===== config.mk =====
export PLATFORM = sky130hd
export DESIGN_NAME = sensor_orientation_rotate_core
export DESIGN_NICKNAME = d
export VERILOG_FILES = /design/src/rtl/sor_pkg.sv /design/src/rtl/sor_permute.sv /design/src/rtl/sor_scale.sv /design/src/rtl/sensor_orientation_rotate_core.sv
export SDC_FILE = /design/constraint.sdc
export NUM_CORES = 1
export LEC_CHECK = 0
export BUFFER_PORTS_ARGS = -buffer_cell sky130_fd_sc_hd__buf_2
export CORE_MARGIN = 2
export CORE_UTILIZATION = 55
export DETAILED_ROUTE_END_ITERATION = 6
export PLACE_DENSITY_LB_ADDON = 0.3
export SYNTH_ARGS = -nofsm -noshare
export SYNTH_HDL_FRONTEND = slang
export SYNTH_SLANG_ARGS = --single-unit

===== constraint.sdc =====
create_clock -name clock -period 15.5 [get_ports clock]
set_clock_uncertainty 0.1 [all_clocks]
set_input_delay 3.1 -clock clock [delete_from_list [all_inputs] [get_ports clock]]
set_output_delay 3.1 -clock clock [all_outputs]
set_load 0.01 [all_outputs]

===== src/rtl/sor_pkg.sv =====
// Shared types, constants and the rotation decode table for the sensor orientation rotate block.
`timescale 1ns / 1ps
package sor_pkg;

   localparam int IN_W  = 16;
   localparam int OUT_W = 17;
   localparam int SUM_W = 18;
   localparam int CODE_W = 6;

   // sqrt(2)/2 in Q1.15 and the rounding half for the >>> 15
   localparam logic signed [15:0] HALF_SQRT2_Q15 = 16'sd23170;
   localparam int Q15_SHIFT = 15;
   localparam logic [15:0] Q15_HALF = 16'd16384;

   typedef enum logic [CODE_W-1:0] {
      ROT_NONE                = 6'd0,
      ROT_YAW45               = 6'd1,
      ROT_YAW90               = 6'd2,
      ROT_YAW135              = 6'd3,
      ROT_YAW180              = 6'd4,
      ROT_YAW225              = 6'd5,
      ROT_YAW270              = 6'd6,
      ROT_YAW315              = 6'd7,
      ROT_ROLL180             = 6'd8,
      ROT_ROLL180_YAW45       = 6'd9,
      ROT_ROLL180_YAW90       = 6'd10,
      ROT_ROLL180_YAW135      = 6'd11,
      ROT_PITCH180            = 6'd12,
      ROT_ROLL180_YAW225      = 6'd13,
      ROT_ROLL180_YAW270      = 6'd14,
      ROT_ROLL180_YAW315      = 6'd15,
      ROT_ROLL90              = 6'd16,
      ROT_ROLL90_YAW45        = 6'd17,
      ROT_ROLL90_YAW90        = 6'd18,
      ROT_ROLL90_YAW135       = 6'd19,
      ROT_ROLL270             = 6'd20,
      ROT_ROLL270_YAW45       = 6'd21,
      ROT_ROLL270_YAW90       = 6'd22,
      ROT_ROLL270_YAW135      = 6'd23,
      ROT_PITCH90             = 6'd24,
      ROT_PITCH270            = 6'd25,
      ROT_PITCH180_YAW90      = 6'd26,
      ROT_PITCH180_YAW270     = 6'd27,
      ROT_ROLL90_PITCH90      = 6'd28,
      ROT_ROLL180_PITCH90     = 6'd29,
      ROT_ROLL270_PITCH90     = 6'd30,
      ROT_ROLL90_PITCH180     = 6'd31,
      ROT_ROLL270_PITCH180    = 6'd32,
      ROT_ROLL90_PITCH270     = 6'd33,
      ROT_ROLL180_PITCH270    = 6'd34,
      ROT_ROLL270_PITCH270    = 6'd35,
      ROT_ROLL90_PITCH180_YAW90 = 6'd36,
      ROT_ROLL90_YAW270       = 6'd37
   } rot_code_type;

   typedef enum logic [1:0] {
      AXIS_X = 2'd0,
      AXIS_Y = 2'd1,
      AXIS_Z = 2'd2
   } axis_type;

   // Sign pattern of the two scaled sums: {x_u_neg, x_v_neg, y_u_neg, y_v_neg}
   localparam logic [3:0] SGN_A = 4'b0100;  // x = k(u - v), y = k(u + v)
   localparam logic [3:0] SGN_B = 4'b1101;  // x = k(-u - v), y = k(u - v)
   localparam logic [3:0] SGN_C = 4'b1011;  // x = k(v - u), y = k(-u - v)
   localparam logic [3:0] SGN_D = 4'b0010;  // x = k(u + v), y = k(v - u)
   localparam logic [3:0] SGN_E = 4'b0001;  // x = k(u + v), y = k(u - v)
   localparam logic [3:0] SGN_F = 4'b1000;  // x = k(v - u), y = k(u + v)
   localparam logic [3:0] SGN_G = 4'b1110;  // x = k(-u - v), y = k(v - u)
   localparam logic [3:0] SGN_H = 4'b0111;  // x = k(u - v), y = k(-u - v)

   typedef struct packed {
      axis_type   x_sel;
      logic       x_neg;
      axis_type   y_sel;
      logic       y_neg;
      axis_type   z_sel;
      logic       z_neg;
      logic       scale;
      axis_type   v_sel;
      logic       v_neg;
      logic [3:0] sgn;
   } rot_ctrl_type;

   function automatic rot_ctrl_type swap_ctl(axis_type xs, logic xn, axis_type ys, logic yn,
                                             axis_type zs, logic zn);
      rot_ctrl_type c;
      c.x_sel = xs;
      c.x_neg = xn;
      c.y_sel = ys;
      c.y_neg = yn;
      c.z_sel = zs;
      c.z_neg = zn;
      c.scale = 1'b0;
      c.v_sel = AXIS_Y;
      c.v_neg = 1'b0;
      c.sgn   = 4'b0000;
      return c;
   endfunction

   // u is always the x axis; v and z come from the roll applied first
   function automatic rot_ctrl_type scale_ctl(axis_type vs, logic vn, axis_type zs, logic zn,
                                              logic [3:0] sg);
      rot_ctrl_type c;
      c.x_sel = AXIS_X;
      c.x_neg = 1'b0;
      c.y_sel = AXIS_Y;
      c.y_neg = 1'b0;
      c.z_sel = zs;
      c.z_neg = zn;
      c.scale = 1'b1;
      c.v_sel = vs;
      c.v_neg = vn;
      c.sgn   = sg;
      return c;
   endfunction

   function automatic rot_ctrl_type rot_decode(logic [CODE_W-1:0] code);
      rot_ctrl_type c;
      case (code)
         ROT_YAW45:                 c = scale_ctl(AXIS_Y, 1'b0, AXIS_Z, 1'b0, SGN_A);
         ROT_YAW90:                 c = swap_ctl(AXIS_Y, 1'b1, AXIS_X, 1'b0, AXIS_Z, 1'b0);
         ROT_YAW135:                c = scale_ctl(AXIS_Y, 1'b0, AXIS_Z, 1'b0, SGN_B);
         ROT_YAW180:                c = swap_ctl(AXIS_X, 1'b1, AXIS_Y, 1'b1, AXIS_Z, 1'b0);
         ROT_YAW225:                c = scale_ctl(AXIS_Y, 1'b0, AXIS_Z, 1'b0, SGN_C);
         ROT_YAW270:                c = swap_ctl(AXIS_Y, 1'b0, AXIS_X, 1'b1, AXIS_Z, 1'b0);
         ROT_YAW315:                c = scale_ctl(AXIS_Y, 1'b0, AXIS_Z, 1'b0, SGN_D);
         ROT_ROLL180:               c = swap_ctl(AXIS_X, 1'b0, AXIS_Y, 1'b1, AXIS_Z, 1'b1);
         ROT_ROLL180_YAW45:         c = scale_ctl(AXIS_Y, 1'b0, AXIS_Z, 1'b1, SGN_E);
         ROT_ROLL180_YAW90:         c = swap_ctl(AXIS_Y, 1'b0, AXIS_X, 1'b0, AXIS_Z, 1'b1);
         ROT_ROLL180_YAW135:        c = scale_ctl(AXIS_Y, 1'b0, AXIS_Z, 1'b1, SGN_F);
         ROT_PITCH180:              c = swap_ctl(AXIS_X, 1'b1, AXIS_Y, 1'b0, AXIS_Z, 1'b1);
         ROT_ROLL180_YAW225:        c = scale_ctl(AXIS_Y, 1'b0, AXIS_Z, 1'b1, SGN_G);
         ROT_ROLL180_YAW270:        c = swap_ctl(AXIS_Y, 1'b1, AXIS_X, 1'b1, AXIS_Z, 1'b1);
         ROT_ROLL180_YAW315:        c = scale_ctl(AXIS_Y, 1'b0, AXIS_Z, 1'b1, SGN_H);
         ROT_ROLL90:                c = swap_ctl(AXIS_X, 1'b0, AXIS_Z, 1'b1, AXIS_Y, 1'b0);
         ROT_ROLL90_YAW45:          c = scale_ctl(AXIS_Z, 1'b1, AXIS_Y, 1'b0, SGN_A);
         ROT_ROLL90_YAW90:          c = swap_ctl(AXIS_Z, 1'b0, AXIS_X, 1'b0, AXIS_Y, 1'b0);
         ROT_ROLL90_YAW135:         c = scale_ctl(AXIS_Z, 1'b1, AXIS_Y, 1'b0, SGN_B);
         ROT_ROLL270:               c = swap_ctl(AXIS_X, 1'b0, AXIS_Z, 1'b0, AXIS_Y, 1'b1);
         ROT_ROLL270_YAW45:         c = scale_ctl(AXIS_Z, 1'b0, AXIS_Y, 1'b1, SGN_A);
         ROT_ROLL270_YAW90:         c = swap_ctl(AXIS_Z, 1'b1, AXIS_X, 1'b0, AXIS_Y, 1'b1);
         ROT_ROLL270_YAW135:        c = scale_ctl(AXIS_Z, 1'b0, AXIS_Y, 1'b1, SGN_B);
         ROT_PITCH90:               c = swap_ctl(AXIS_Z, 1'b0, AXIS_Y, 1'b0, AXIS_X, 1'b1);
         ROT_PITCH270:              c = swap_ctl(AXIS_Z, 1'b1, AXIS_Y, 1'b0, AXIS_X, 1'b0);
         ROT_PITCH180_YAW90:        c = swap_ctl(AXIS_Y, 1'b1, AXIS_X, 1'b1, AXIS_Z, 1'b1);
         ROT_PITCH180_YAW270:       c = swap_ctl(AXIS_Y, 1'b0, AXIS_X, 1'b0, AXIS_Z, 1'b1);
         ROT_ROLL90_PITCH90:        c = swap_ctl(AXIS_Y, 1'b0, AXIS_Z, 1'b1, AXIS_X, 1'b1);
         ROT_ROLL180_PITCH90:       c = swap_ctl(AXIS_Z, 1'b1, AXIS_Y, 1'b1, AXIS_X, 1'b1);
         ROT_ROLL270_PITCH90:       c = swap_ctl(AXIS_Y, 1'b1, AXIS_Z, 1'b0, AXIS_X, 1'b1);
         ROT_ROLL90_PITCH180:       c = swap_ctl(AXIS_X, 1'b1, AXIS_Z, 1'b1, AXIS_Y, 1'b1);
         ROT_ROLL270_PITCH180:      c = swap_ctl(AXIS_X, 1'b1, AXIS_Z, 1'b0, AXIS_Y, 1'b0);
         ROT_ROLL90_PITCH270:       c = swap_ctl(AXIS_Y, 1'b1, AXIS_Z, 1'b1, AXIS_X, 1'b0);
         ROT_ROLL180_PITCH270:      c = swap_ctl(AXIS_Z, 1'b0, AXIS_Y, 1'b1, AXIS_X, 1'b0);
         ROT_ROLL270_PITCH270:      c = swap_ctl(AXIS_Y, 1'b0, AXIS_Z, 1'b0, AXIS_X, 1'b0);
         ROT_ROLL90_PITCH180_YAW90: c = swap_ctl(AXIS_Z, 1'b0, AXIS_X, 1'b1, AXIS_Y, 1'b1);
         ROT_ROLL90_YAW270:         c = swap_ctl(AXIS_Z, 1'b1, AXIS_X, 1'b1, AXIS_Y, 1'b0);
         default:                   c = swap_ctl(AXIS_X, 1'b0, AXIS_Y, 1'b0, AXIS_Z, 1'b0);
      endcase
      return c;
   endfunction

endpackage


===== src/rtl/sor_permute.sv =====
// Axis swap and negation network, plus the two sums fed to the sqrt(2)/2 scalers.
`timescale 1ns / 1ps
module sor_permute
   import sor_pkg::*;
(
   input  logic signed [IN_W-1:0]  in_x,
   input  logic signed [IN_W-1:0]  in_y,
   input  logic signed [IN_W-1:0]  in_z,
   input  rot_ctrl_type            ctrl,
   output logic signed [OUT_W-1:0] perm_x,
   output logic signed [OUT_W-1:0] perm_y,
   output logic signed [OUT_W-1:0] perm_z,
   output logic signed [SUM_W-1:0] sum_x,
   output logic signed [SUM_W-1:0] sum_y
);

   logic signed [OUT_W-1:0] ax_x;
   logic signed [OUT_W-1:0] ax_y;
   logic signed [OUT_W-1:0] ax_z;
   logic signed [SUM_W-1:0] u_val;
   logic signed [SUM_W-1:0] v_val;

   function automatic logic signed [OUT_W-1:0] pick(axis_type sel, logic neg,
                                                    logic signed [OUT_W-1:0] a,
                                                    logic signed [OUT_W-1:0] b,
                                                    logic signed [OUT_W-1:0] c);
      logic signed [OUT_W-1:0] v;
      case (sel)
         AXIS_X:  v = a;
         AXIS_Y:  v = b;
         AXIS_Z:  v = c;
         default: v = a;
      endcase
      return neg ? -v : v;
   endfunction

   assign ax_x = OUT_W'(in_x);
   assign ax_y = OUT_W'(in_y);
   assign ax_z = OUT_W'(in_z);

   assign perm_x = pick(ctrl.x_sel, ctrl.x_neg, ax_x, ax_y, ax_z);
   assign perm_y = pick(ctrl.y_sel, ctrl.y_neg, ax_x, ax_y, ax_z);
   assign perm_z = pick(ctrl.z_sel, ctrl.z_neg, ax_x, ax_y, ax_z);

   // negate the terms before the sum so the scaler rounds the negated value
   assign u_val = SUM_W'(ax_x);
   assign v_val = SUM_W'(pick(ctrl.v_sel, ctrl.v_neg, ax_x, ax_y, ax_z));

   assign sum_x = (ctrl.sgn[3] ? -u_val : u_val) + (ctrl.sgn[2] ? -v_val : v_val);
   assign sum_y = (ctrl.sgn[1] ? -u_val : u_val) + (ctrl.sgn[0] ? -v_val : v_val);

endmodule


===== src/rtl/sor_scale.sv =====
// Multiply by sqrt(2)/2 in Q1.15 with round to nearest.
`timescale 1ns / 1ps
module sor_scale
   import sor_pkg::*;
(
   input  logic signed [SUM_W-1:0] sum_in,
   output logic signed [OUT_W-1:0] scaled
);

   localparam int PROD_W = SUM_W + 16;

   logic signed [PROD_W-1:0] prod;
   logic signed [PROD_W-1:0] rounded;

   assign prod    = PROD_W'(sum_in) * PROD_W'(HALF_SQRT2_Q15);
   assign rounded = prod + PROD_W'(Q15_HALF);
   // arithmetic shift right by 15, then keep the 17 result bits
   assign scaled  = rounded[Q15_SHIFT +: OUT_W];

endmodule


===== src/rtl/sensor_orientation_rotate_core.sv =====
// Top level: board orientation rotation of one three-axis sensor sample per cycle.
// An accepted sample is registered in the input stage, then in the result stage, and is on rsp_* for one cycle.
// One sample per cycle outside reset, set by the single pass from input to result register.
// busy is high only while reset is asserted; otherwise start is taken every cycle.
// Reset (synchronous, active high) clears the valid flags and sets orientation to none.
// The receiver cannot stall: every rsp_valid beat is consumed at the end of its cycle.
`timescale 1ns / 1ps
module sensor_orientation_rotate_core
   import sor_pkg::*;
(
   input  logic                    clock,
   input  logic                    reset,
   // command channel
   input  logic                    start,
   output logic                    busy,
   input  logic signed [IN_W-1:0]  req_in_x,
   input  logic signed [IN_W-1:0]  req_in_y,
   input  logic signed [IN_W-1:0]  req_in_z,
   // result channel
   output logic                    rsp_valid,
   output logic signed [OUT_W-1:0] rsp_out_x,
   output logic signed [OUT_W-1:0] rsp_out_y,
   output logic signed [OUT_W-1:0] rsp_out_z,
   // orientation register
   input  logic                    csr_wr_en,
   input  logic [CODE_W-1:0]       csr_wr_data
);

   // Orientation register
   logic [CODE_W-1:0] orient_ff;
   logic [CODE_W-1:0] orient_in;

   // Input stage: captured beat and the code it runs with
   logic                   valid_ff;
   logic                   valid_in;
   logic signed [IN_W-1:0] x_ff;
   logic signed [IN_W-1:0] y_ff;
   logic signed [IN_W-1:0] z_ff;
   logic [CODE_W-1:0]      code_ff;

   // Result stage
   logic                    rsp_valid_ff;
   logic                    rsp_valid_in;
   logic signed [OUT_W-1:0] out_x_ff;
   logic signed [OUT_W-1:0] out_y_ff;
   logic signed [OUT_W-1:0] out_z_ff;
   logic signed [OUT_W-1:0] out_x_in;
   logic signed [OUT_W-1:0] out_y_in;
   logic signed [OUT_W-1:0] out_z_in;

   // Datapath between the stages
   rot_ctrl_type            ctrl;
   logic signed [OUT_W-1:0] perm_x;
   logic signed [OUT_W-1:0] perm_y;
   logic signed [OUT_W-1:0] perm_z;
   logic signed [SUM_W-1:0] sum_x;
   logic signed [SUM_W-1:0] sum_y;
   logic signed [OUT_W-1:0] scaled_x;
   logic signed [OUT_W-1:0] scaled_y;
   logic                    accept;

   // Hold off new beats only while in reset
   assign busy   = reset;
   assign accept = start && !busy;

   assign orient_in = csr_wr_en ? csr_wr_data : orient_ff;
   assign valid_in  = accept;

   always_ff @(posedge clock) begin
      if (reset) begin
         orient_ff <= ROT_NONE;
         valid_ff  <= 1'b0;
      end else begin
         orient_ff <= orient_in;
         valid_ff  <= valid_in;
      end
   end

   // Payload of the input stage: load on every accepted beat, hold otherwise
   always_ff @(posedge clock) begin
      if (accept) begin
         x_ff    <= req_in_x;
         y_ff    <= req_in_y;
         z_ff    <= req_in_z;
         code_ff <= orient_ff;
      end
   end

   // Decode the rotation into swap/negate selects and scaled-sum signs
   assign ctrl = rot_decode(code_ff);

   sor_permute u_permute (
      .in_x   (x_ff),
      .in_y   (y_ff),
      .in_z   (z_ff),
      .ctrl   (ctrl),
      .perm_x (perm_x),
      .perm_y (perm_y),
      .perm_z (perm_z),
      .sum_x  (sum_x),
      .sum_y  (sum_y)
   );

   sor_scale u_scale_x (
      .sum_in (sum_x),
      .scaled (scaled_x)
   );

   sor_scale u_scale_y (
      .sum_in (sum_y),
      .scaled (scaled_y)
   );

   // 45-degree yaw steps take the scaled sums for x and y; z is always a plain swap
   assign out_x_in     = ctrl.scale ? scaled_x : perm_x;
   assign out_y_in     = ctrl.scale ? scaled_y : perm_y;
   assign out_z_in     = perm_z;
   assign rsp_valid_in = valid_ff;

   always_ff @(posedge clock) begin
      if (reset) begin
         rsp_valid_ff <= 1'b0;
      end else begin
         rsp_valid_ff <= rsp_valid_in;
      end
   end

   // Result payload: advance with each beat leaving the input stage
   always_ff @(posedge clock) begin
      if (valid_ff) begin
         out_x_ff <= out_x_in;
         out_y_ff <= out_y_in;
         out_z_ff <= out_z_in;
      end
   end

   assign rsp_valid = rsp_valid_ff;
   assign rsp_out_x = out_x_ff;
   assign rsp_out_y = out_y_ff;
   assign rsp_out_z = out_z_ff;

`ifndef SYNTHESIS
   // Every accepted beat comes out on rsp_valid after passing the input and result stages
   a_latency: assert property (@(posedge clock) disable iff (reset)
      accept |-> ##2 rsp_valid)
      else $error("accepted beat did not produce a result");

   // No result without an accepted beat that has passed the input and result stages
   a_no_spurious: assert property (@(posedge clock) disable iff (reset)
      rsp_valid |-> $past(accept, 2))
      else $error("result without an accepted beat");

   // With orientation none the sample passes through unchanged (x and z are checked)
   a_identity: assert property (@(posedge clock) disable iff (reset)
      (valid_ff && code_ff == ROT_NONE) |=>
         (rsp_out_x == OUT_W'($past(x_ff)) && rsp_out_z == OUT_W'($past(z_ff))))
      else $error("identity orientation altered the sample");
`endif

endmodule

## Yosys cells after proc, flatten, opt, wreduce, memory -nomap -nowiden

Memory sizes are Yosys's and may differ from the RTL's. A register that Yosys moved wholly into a read port is not among the register bits.
Index checks and enable logic that the tools add are counted.

| operators by class | value |
|---|---|
| mux-type cells | 15 |
| equality and inequality tests | 8 |
| multiply operators | 2 |
| $add $sub $neg | 10 |
| reduce and logical (&&, ||, !) cells | 2 |

Operator list:

| kind | count |
|---|---|
| $pmux 17 s2 | 4 |
| $mux 17 | 6 |
| $mux 18 | 4 |
| $neg 17->17 | 4 |
| $add 32x15->32 const B | 2 |
| $mul 18x15->31 const B | 2 |
| $add 18x18->18 | 2 |
| $neg 16->18 | 1 |
| $neg 17->18 | 1 |
| $eq 2x1->1 const B | 4 |
| $eq 2x2->1 const B | 4 |
| $mux 6 | 1 |
| $logic_and 1x1->1 | 1 |
| $logic_not 1->1 | 1 |

| storage, ports and cells | value |
|---|---|
| bits in read-only memories | 1,088 |
| memories kept | 1 |
| flip-flop bits (word level) | 113 |

Memory list:

| name | words | bits a word | rd ports | clocked after memory_dff | write ports | line | RTL |
|---|---|---|---|---|---|---|---|
| (no name shown) | 64 | 17 | 1 | 1 | 0 | sor_pkg.sv:120 | `case (code)` |

## Longest topological paths before layout

Gate-level depths: netlist of the first run.

| depth | value |
|---|---|
| word-level depth | 10 |
| gate-level depth with buffers | 51 |

## Cells and area by module

From an unflattened synthesis of the first run, not the netlist that was laid out.

| unflattened totals | value |
|---|---|
| cells, all modules | 2,134 |
| area total of the unflattened synthesis | 19,630.1 um2 |

By module, submodules not included:

| module | instances | seq. area each (um2) | cells an instance | area each (um2) |
|---|---|---|---|---|
| sor_permute | 1 | 0.0 | 833 | 5,427.7 |
| sensor_orientation_rotate_core | 1 | 3,653.5 | 302 | 5,019.8 |
| sor_scale (u_scale_y) | 1 | 0.0 | 497 | 4,595.7 |
| sor_scale (u_scale_x) | 1 | 0.0 | 502 | 4,586.9 |

## Least setup slack after synthesis of the first run

Ideal clock, no wire load.

| timing path | value |
|---|---|
| kind | register to register |
| start | reg ctrl[5] (netlist name) |
| end | reg out_x_ff[16], in the netlist rsp_out_x[16], data pin |
| required time | 15.254 ns |
| arrival | 11.377 ns |
| path slack | 3.877 ns |
| cell stages (with the launch flop) | 46 |
| period minus slack after synthesis | 11.623 ns |
| cell sequence | dfxtp_1 -> inv_1 -> ha_1 -> clkbuf_1 -> a221oi_1 -> nor2_1 -> inv_1 -> ha_1 -> nor2b_1 -> a31oi_1 -> nand2_1 -> xnor2_1 -> or3_1 -> or3_1 -> or3_1 -> or3_1 -> nand2_1 -> xnor2_1 -> [... 10 more ...] -> inv_1 -> fa_1 -> fa_1 -> fa_1 -> ha_1 -> ha_1 -> o21a_1 -> o21a_1 -> o21a_1 -> o21ai_0 -> a311oi_1 -> a211oi_1 -> nand3_1 -> nor4_1 -> mux2i_1 -> xnor2_1 -> xnor3_1 -> a21oi_1 |

| between the ends | value |
|---|---|
| cells in the longest elaborated chain, start to end | 10 |
| elaborated cells between the ends (all ways) | 11 |

Ends and longest elaborated chain:

| element | line | RTL |
|---|---|---|
| $eq 2x2->1 or $eq 2x1->1 (tied branches) | sor_permute.sv:28 | `case (sel)` |
| $pmux 17 s2 (*) | sor_permute.sv:28 |  |
| $neg 17->17 | sor_permute.sv:34 | `return neg ? -v : v;` |
| $mux 17 (*) | sor_permute.sv:34 |  |
| $neg 17->18 | sor_permute.sv:49 | `assign sum_x = (ctrl.sgn[3] ? -u_val : u_val) + (ctrl.sgn[2] ? -v_val : v_val);` |
| $mux 18 (*) | sor_permute.sv:49 |  |
| $add 18x18->18 (*) | sor_permute.sv:49 |  |
| $mul 18x15->31 (*) | sor_scale.sv:15 | `assign prod = PROD_W'(sum_in) * PROD_W'(HALF_SQRT2_Q15);` |
| $add 32x15->32 (*) | sor_scale.sv:16 | `assign rounded = prod + PROD_W'(Q15_HALF);` |
| $mux 17 (*) | sensor_orientation_rotate_core.sv:115 | `assign out_x_in = ctrl.scale ? scaled_x : perm_x;` |
| net out_x_in[16] | sensor_orientation_rotate_core.sv:47 | `logic signed [OUT_W-1:0] out_x_in;` |
| to (signal assigned) | sensor_orientation_rotate_core.sv:131 | `out_x_ff <= out_x_in;` |
| to (decl) | sensor_orientation_rotate_core.sv:44 | `logic signed [OUT_W-1:0] out_x_ff;` |

Mark *: on every way through the listed nets, which the timed path passes. The rest lies on a longest branch.
A chain may end at the register's enable or synchronous reset.

## Worst setup path after layout of the first run

| timing path | value |
|---|---|
| start | reg ctrl[5] (netlist name) |
| end | reg out_y_ff[16], in the netlist rsp_out_y[16], data pin |

| between the ends | value |
|---|---|
| cells in the longest elaborated chain, start to end | 10 |
| elaborated cells between the ends (all ways) | 11 |

Ends and longest elaborated chain:

| element | line | RTL |
|---|---|---|
| $eq 2x2->1 or $eq 2x1->1 (tied branches) | sor_permute.sv:28 |  |
| $pmux 17 s2 (*) | sor_permute.sv:28 |  |
| $neg 17->17 | sor_permute.sv:34 |  |
| $mux 17 (*) | sor_permute.sv:34 |  |
| $neg 17->18 | sor_permute.sv:50 | `assign sum_y = (ctrl.sgn[1] ? -u_val : u_val) + (ctrl.sgn[0] ? -v_val : v_val);` |
| $mux 18 (*) | sor_permute.sv:50 |  |
| $add 18x18->18 (*) | sor_permute.sv:50 |  |
| $mul 18x15->31 (*) | sor_scale.sv:15 |  |
| $add 32x15->32 (*) | sor_scale.sv:16 |  |
| $mux 17 (*) | sensor_orientation_rotate_core.sv:116 | `assign out_y_in = ctrl.scale ? scaled_y : perm_y;` |
| net out_y_in[16] | sensor_orientation_rotate_core.sv:48 | `logic signed [OUT_W-1:0] out_y_in;` |
| to (signal assigned) | sensor_orientation_rotate_core.sv:132 | `out_y_ff <= out_y_in;` |
| to (decl) | sensor_orientation_rotate_core.sv:45 | `logic signed [OUT_W-1:0] out_y_ff;` |

Marked as above.

==> flow_metrics.tcl, run 1 <==
set metrics [dict create \
    syn_area_um2 19000 \
    worstReg2RegEnd "rsp_out_y[16]$_DFFE_PP_" \
    syn_inst 2086 \
    area_growth_pct 7.47 \
    first_iter_violations 1159 \
    cts_resized 0 \
    ys_seq_elements 130 \
    hpwl_mm 39.4 \
    drive_above_1_share_pct 8.46 \
    grt_pass1_vias 15200 \
    cp-startpoint "ctrl[5]$_SDFF_PP1_" \
    clock_latency_ps 420 \
    synth-main-ff-cell "edfxtp_1" \
    setup_viol 0 \
    ys_types 81 \
    yosys_warnings 0 \
    synth-seq-area-share_pct 19.2 \
    hold_buffers 0 \
    vias 15500 \
    post-synth-top-count-cell "ha_1" \
    synth_top_area_cell "ha_1" \
    rows 68 \
    critical_path_depth 44 \
    final_hold_viol_count 0 \
    timing.fmax_mhz 74.1 \
    timing.final.ws_setup_ps 2000 \
    status "finished, final reports clean" \
    cts.path.max_buffers 2 \
    rsz0062_at_grt "false" \
    cts_buffers 17 \
    avgSynthCellArea_um2 9.13 \
    grt_max_degree 58 \
    postLayoutCellArea_um2 20500 \
    cp_max_fo 32 \
    maxCapViolations 0 \
    firstDrtPassIters 5 \
    pin_count 111 \
    port_buffers 110 \
    wirelength_mm 48.2 \
    grt_pass1_wl_mm 78.9 \
    crit_path_end "rsp_out_y[16]$_DFFE_PP_" \
    relSlewSlack_pct 20.8 \
    clockRootBuffer "clkbuf_16" \
    cp_slowest_stage_delay_ps 890 \
    insertedDiodeCount 0 \
    crit_buf_inv 4 \
    ant_nets 0 \
    cpMaxStageDelayCell "ha_1" \
    cts_sinks 130 \
    wl_per_cell_um 18.5 \
    reg2reg_slack_ps 2000 \
    core_um2 34300 \
    yosys-top-cells-count "309 x ha_1, 196 x inv_1, 172 x nand2_1" \
    grt.total_usage_pct 27.2 \
    fill_cells 2904 \
    drc_errors 0 \
    gp_congestion 0.955 \
    crit_path_frequent_cell "ha_1" \
    r2r_cells 44 \
    drv_slew 0 \
    cp.arrival_ps 13590 \
    post-route-period-util_pct 87.1 \
    setup.worst_path.class "reg -> reg" \
    crit_path_end_kind "register" \
    hold_class "reg -> reg" \
    tightest_slew_ps 1180 \
    cts_tree "done" \
    synth_edf_count 105 \
    via_per_inst 5.94 \
    fp.dieW_um 190 \
    rr_startpoint "ctrl[5]$_SDFF_PP1_" \
    synthesis.nets 2587 \
    h-tree-depth 4 \
    final.setup.tns_ps 0 \
    clk_pin_slew_ps 60 \
    cp-start-kind "register" \
    cts_setup_buffers 0 \
    dieArea_um2 36100 \
    place_ws_ps 2240 \
    nNetsFinal 2640 \
    start_util_pct 55.6 \
    period_minus_slack_ps 13500 \
    grt_overflow 0 \
    path_delay_family "adder cells" \
    yosysTopAreaCellShare_pct 20.3 \
    antenna_found_initial 0 \
    die_y_um 190 \
    required_ps 15580 \
    synthArstFlopShare_pct 0 \
    placed_area_um2 19900 \
    ys_top_cells_by_area "ha_1 20%, edfxtp_1 17%, fa_1 14%" \
]
-- area by class of cell --
type / instances / area, µm² / area share [%]
inverter: 198 / 743 / 3.63
multi-input combinational: 1674 / 14300 / 69.9
tap: 455 / 569 / 2.78
clock buffer: 21 / 482 / 2.35
sequential: 130 / 3660 / 17.9
clock inverter: 11 / 100 / 0.489
timing repair buffer: 118 / 611 / 2.98
-- state kept, by name (all words and copies together) (netlist names), 6 cells and up --
signal / count
rsp_out_z: 17
rsp_out_y: 17
x_ff: 16
z_ff: 16
y_ff: 16
ctrl: 17
rsp_out_x: 17
code_ff: 6
orient_ff: 6
-- cells in the final DEF, fill, tap and decap left out, drive strengths merged, types with 19 or more instances in the layout --
cell and n:
nor2 136, fa 134, nor3 31, inv 200
a21o 26, or3 25, mux2i 21, ha 309
a22oi 36, and3 23, xor2 61, edfxtp 105
nand2b 19, nand2 172, nand3 34, dfxtp 25
buf 118, a21oi 118, o21ai 101, xnor2 144
a221o 20, nor2b 38, clkbuf 21
-- through the flow --
| step | hold slack [ps] | cells | utilization (%) |
|---|---|---|---|
| after global routing | 396 | 2607 | 59.7 |
| after floorplan | 329 | 2086 | - |
| after global placement | 356 | 2575 | 58.0 |
| after detailed placement | 368 | 2575 | 58.0 |
| after CTS | 387 | 2607 | 59.7 |
| final | 379 | 2607 | 59.7 |
-- routing by layer --
metal | vias to the layer above | part of all wire, % | track usage [%]
met2 | 568 | 47 | 45.0
met5 | - | 0 | 0
met3 | 66 | 5.6 | 2.56
met4 | 0 | 2.5 | 7.69
met1 | 7388 | 45 | 38.2
li1 | 7473 | - | -
-- worst min-delay path by stage --
stage                     cells past startpoint                      start  slack, ps              endpoint
final                                         0  orient_ff[1]$_SDFFE_PP0P_        380  code_ff[1]$_DFFE_PP_
after global placement                        0  orient_ff[1]$_SDFFE_PP0P_        360  code_ff[1]$_DFFE_PP_
after floorplan                               0  orient_ff[0]$_SDFFE_PP0P_        330  code_ff[0]$_DFFE_PP_
after CTS                                     0  orient_ff[1]$_SDFFE_PP0P_        390  code_ff[1]$_DFFE_PP_
after global routing                          0  orient_ff[0]$_SDFFE_PP0P_        400  code_ff[0]$_DFFE_PP_
after detailed placement                      0  orient_ff[1]$_SDFFE_PP0P_        370  code_ff[1]$_DFFE_PP_
-- cell families (layout without fill, tap and decap cells) --
kind of cell             count (synthesis)  after routing  synth area share (%)
AND/OR/NAND/NOR                        548            548                  13.9
AO/OA/AOI/OAI                          449            449                  15.7
adder cells (fa/ha/maj)                443            443                  34.4
buffers and inverters                  282            348                  5.69
XOR/XNOR                               207            207                  9.74
flip-flops                             130            130                  19.2
multiplexers                            27             27                  1.46
Power of run 1 is not shown: default switching activity piles up to over one toggle a cycle in this logic, so the estimate is an artifact.
==> inputs of run 2 (changes only) <==
Settings changed: PLACE_DENSITY set to 0.76, PLACE_DENSITY_LB_ADDON 0.3 to unset.
==> flow_metrics.tcl, run 2 (synthesis gave the netlist of run 1 again) <==
set metrics [dict create \
    grt_pass1_wl_mm 80.5 \
    setup.worst_path.class "reg -> reg" \
    layout_commonest_cell "ha_1" \
    multi_input_area_um2 14300 \
    rr_startpoint "ctrl[5]$_SDFF_PP1_" \
    post-route-period-util_pct 86.3 \
    relSlewSlack_pct 33.8 \
    crit_path_frequent_cell "ha_1" \
    first_iter_violations 1134 \
    seqCellArea_um2 3660 \
    grt_pass1_vias 15600 \
    crit_path_end_kind "register" \
    hold_class "reg -> reg" \
    start_util_pct 55.6 \
    status "finished, final reports clean" \
    h-tree-depth 4 \
    wl_per_cell_um 18.8 \
    cp_slowest_stage_delay_ps 890 \
    r2r_cells 46 \
    cts.path.max_buffers 2 \
    port_buffers 110 \
    via_per_inst 6.04 \
    vias 15800 \
    cts_sinks 130 \
    period_minus_slack_ps 13380 \
    ant_nets 0 \
    dieArea_um2 36100 \
    cp.arrival_ps 13470 \
    grt_max_degree 56 \
    rsz0062_at_grt "false" \
    die_y_um 190 \
    cts_setup_buffers 0 \
    firstDrtPassIters 6 \
    postLayoutCellArea_um2 20500 \
    insertedDiodeCount 0 \
    drv_slew 0 \
    cp-start-kind "register" \
    hold_buffers 0 \
    utilization_pct 59.7 \
    nNetsFinal 2643 \
    setup_viol 0 \
    fp.dieW_um 190 \
    worstReg2RegEnd "rsp_out_y[16]$_DFFE_PP_" \
    timing.fmax_mhz 74.7 \
    final.setup.tns_ps 0 \
    hold_end "code_ff[0]$_DFFE_PP_" \
    maxCapViolations 0 \
    hold_path_depth 0 \
    antenna_found_initial 1 \
    core_um2 34300 \
    mostFrequentLayoutCells "309 x ha_1, 195 x inv_1, 172 x nand2_1" \
    clk_pin_slew_ps 70 \
    clockRootBuffer "clkbuf_16" \
    hpwl_mm 39.6 \
    grt_overflow 0 \
    gp_congestion 0.972 \
    cts_resized 0 \
    pin_count 111 \
    drive_above_1_share_pct 8.58 \
    rows 68 \
    placed_area_um2 19900 \
    required_ps 15590 \
    tightest_slew_ps 966 \
    fill_cells 2914 \
    grt.total_usage_pct 27.8 \
    cpMaxStageDelayCell "ha_1" \
    final_hold_viol_count 0 \
    drc_errors 0 \
    reg2reg_slack_ps 2120 \
    area_growth_pct 7.54 \
    cp_max_fo 32 \
    cts_buffers 17 \
    clock_latency_ps 430 \
    holdCritStartpoint "orient_ff[0]$_SDFFE_PP0P_" \
    cts_tree "done" \
    wirelength_mm 49.0 \
]
-- run 2: cell types whose count changed in the layout (fill, tap and decap cells not counted), sizes merged --
cell	previous run	this run
buf	118	121
bufinv	1	0
clkbuf	21	20
clkinv	6	7
inv	200	201
-- run 2: routing by layer --
| layer | GRT usage (%) | up-vias | wire (µm) |
|---|---|---|---|
| met5 | 0 | - | 12 |
| met4 | 10.3 | 2 | 1660 |
| met3 | 3.03 | 95 | 2600 |
| met2 | 46.1 | 574 | 23300 |
| met1 | 37.7 | 7630 | 21500 |
| li1 | - | 7464 | - |
-- run 2: layout make-up --
class                   count  share of cell area [%]
flip-flops and latches    130                    17.8
inverters                 198                    3.63
well taps                 455                    2.78
repair buffers            121                    3.09
clock buffers              20                    2.34
multi-input cells        1674                    69.9
clock inverters            12                   0.452
-- run 2: worst max-delay path by stage --
stage / startpoint / endpoint / slack, ps / cells after the start
finish: ctrl[5]$_SDFF_PP1_ / rsp_out_y[16]$_DFFE_PP_ / 2120 / 46
global route: ctrl[5]$_SDFF_PP1_ / rsp_out_y[16]$_DFFE_PP_ / 1170 / 44
CTS: ctrl[5]$_SDFF_PP1_ / rsp_out_y[16]$_DFFE_PP_ / 2240 / 46
detailed placement: ctrl[5]$_SDFF_PP1_ / rsp_out_y[16]$_DFFE_PP_ / 2280 / 44
global placement: ctrl[5]$_SDFF_PP1_ / rsp_out_y[16]$_DFFE_PP_ / 2660 / 46
floorplan: ctrl[5]$_SDFF_PP1_ / rsp_out_x[16]$_DFFE_PP_ / 3880 / 45
-- run 2: per-stage QoR --
| step | hold WS (ps) | setup slack [ps] | cells |
|---|---|---|---|
| after global placement | 348 | 2660 | 2578 |
| after detailed placement | 367 | 2280 | 2578 |
| after CTS | 380 | 2240 | 2610 |
| after global routing | 386 | 1170 | 2610 |
| after floorplan | 329 | 3880 | 2086 |
| final | 371 | 2120 | 2610 |
-- run 2: worst max-delay path, delay by kind of cell (launching register included) --
family,cells,cell delay [ps]
fa+ha+maj,10,4430
compound gates,14,3150
buf+inv,4,330
mux,1,390
simple gates,14,3210
flops,1,330
xor+xnor,3,1180
Power of run 2 is left out for the same reason.
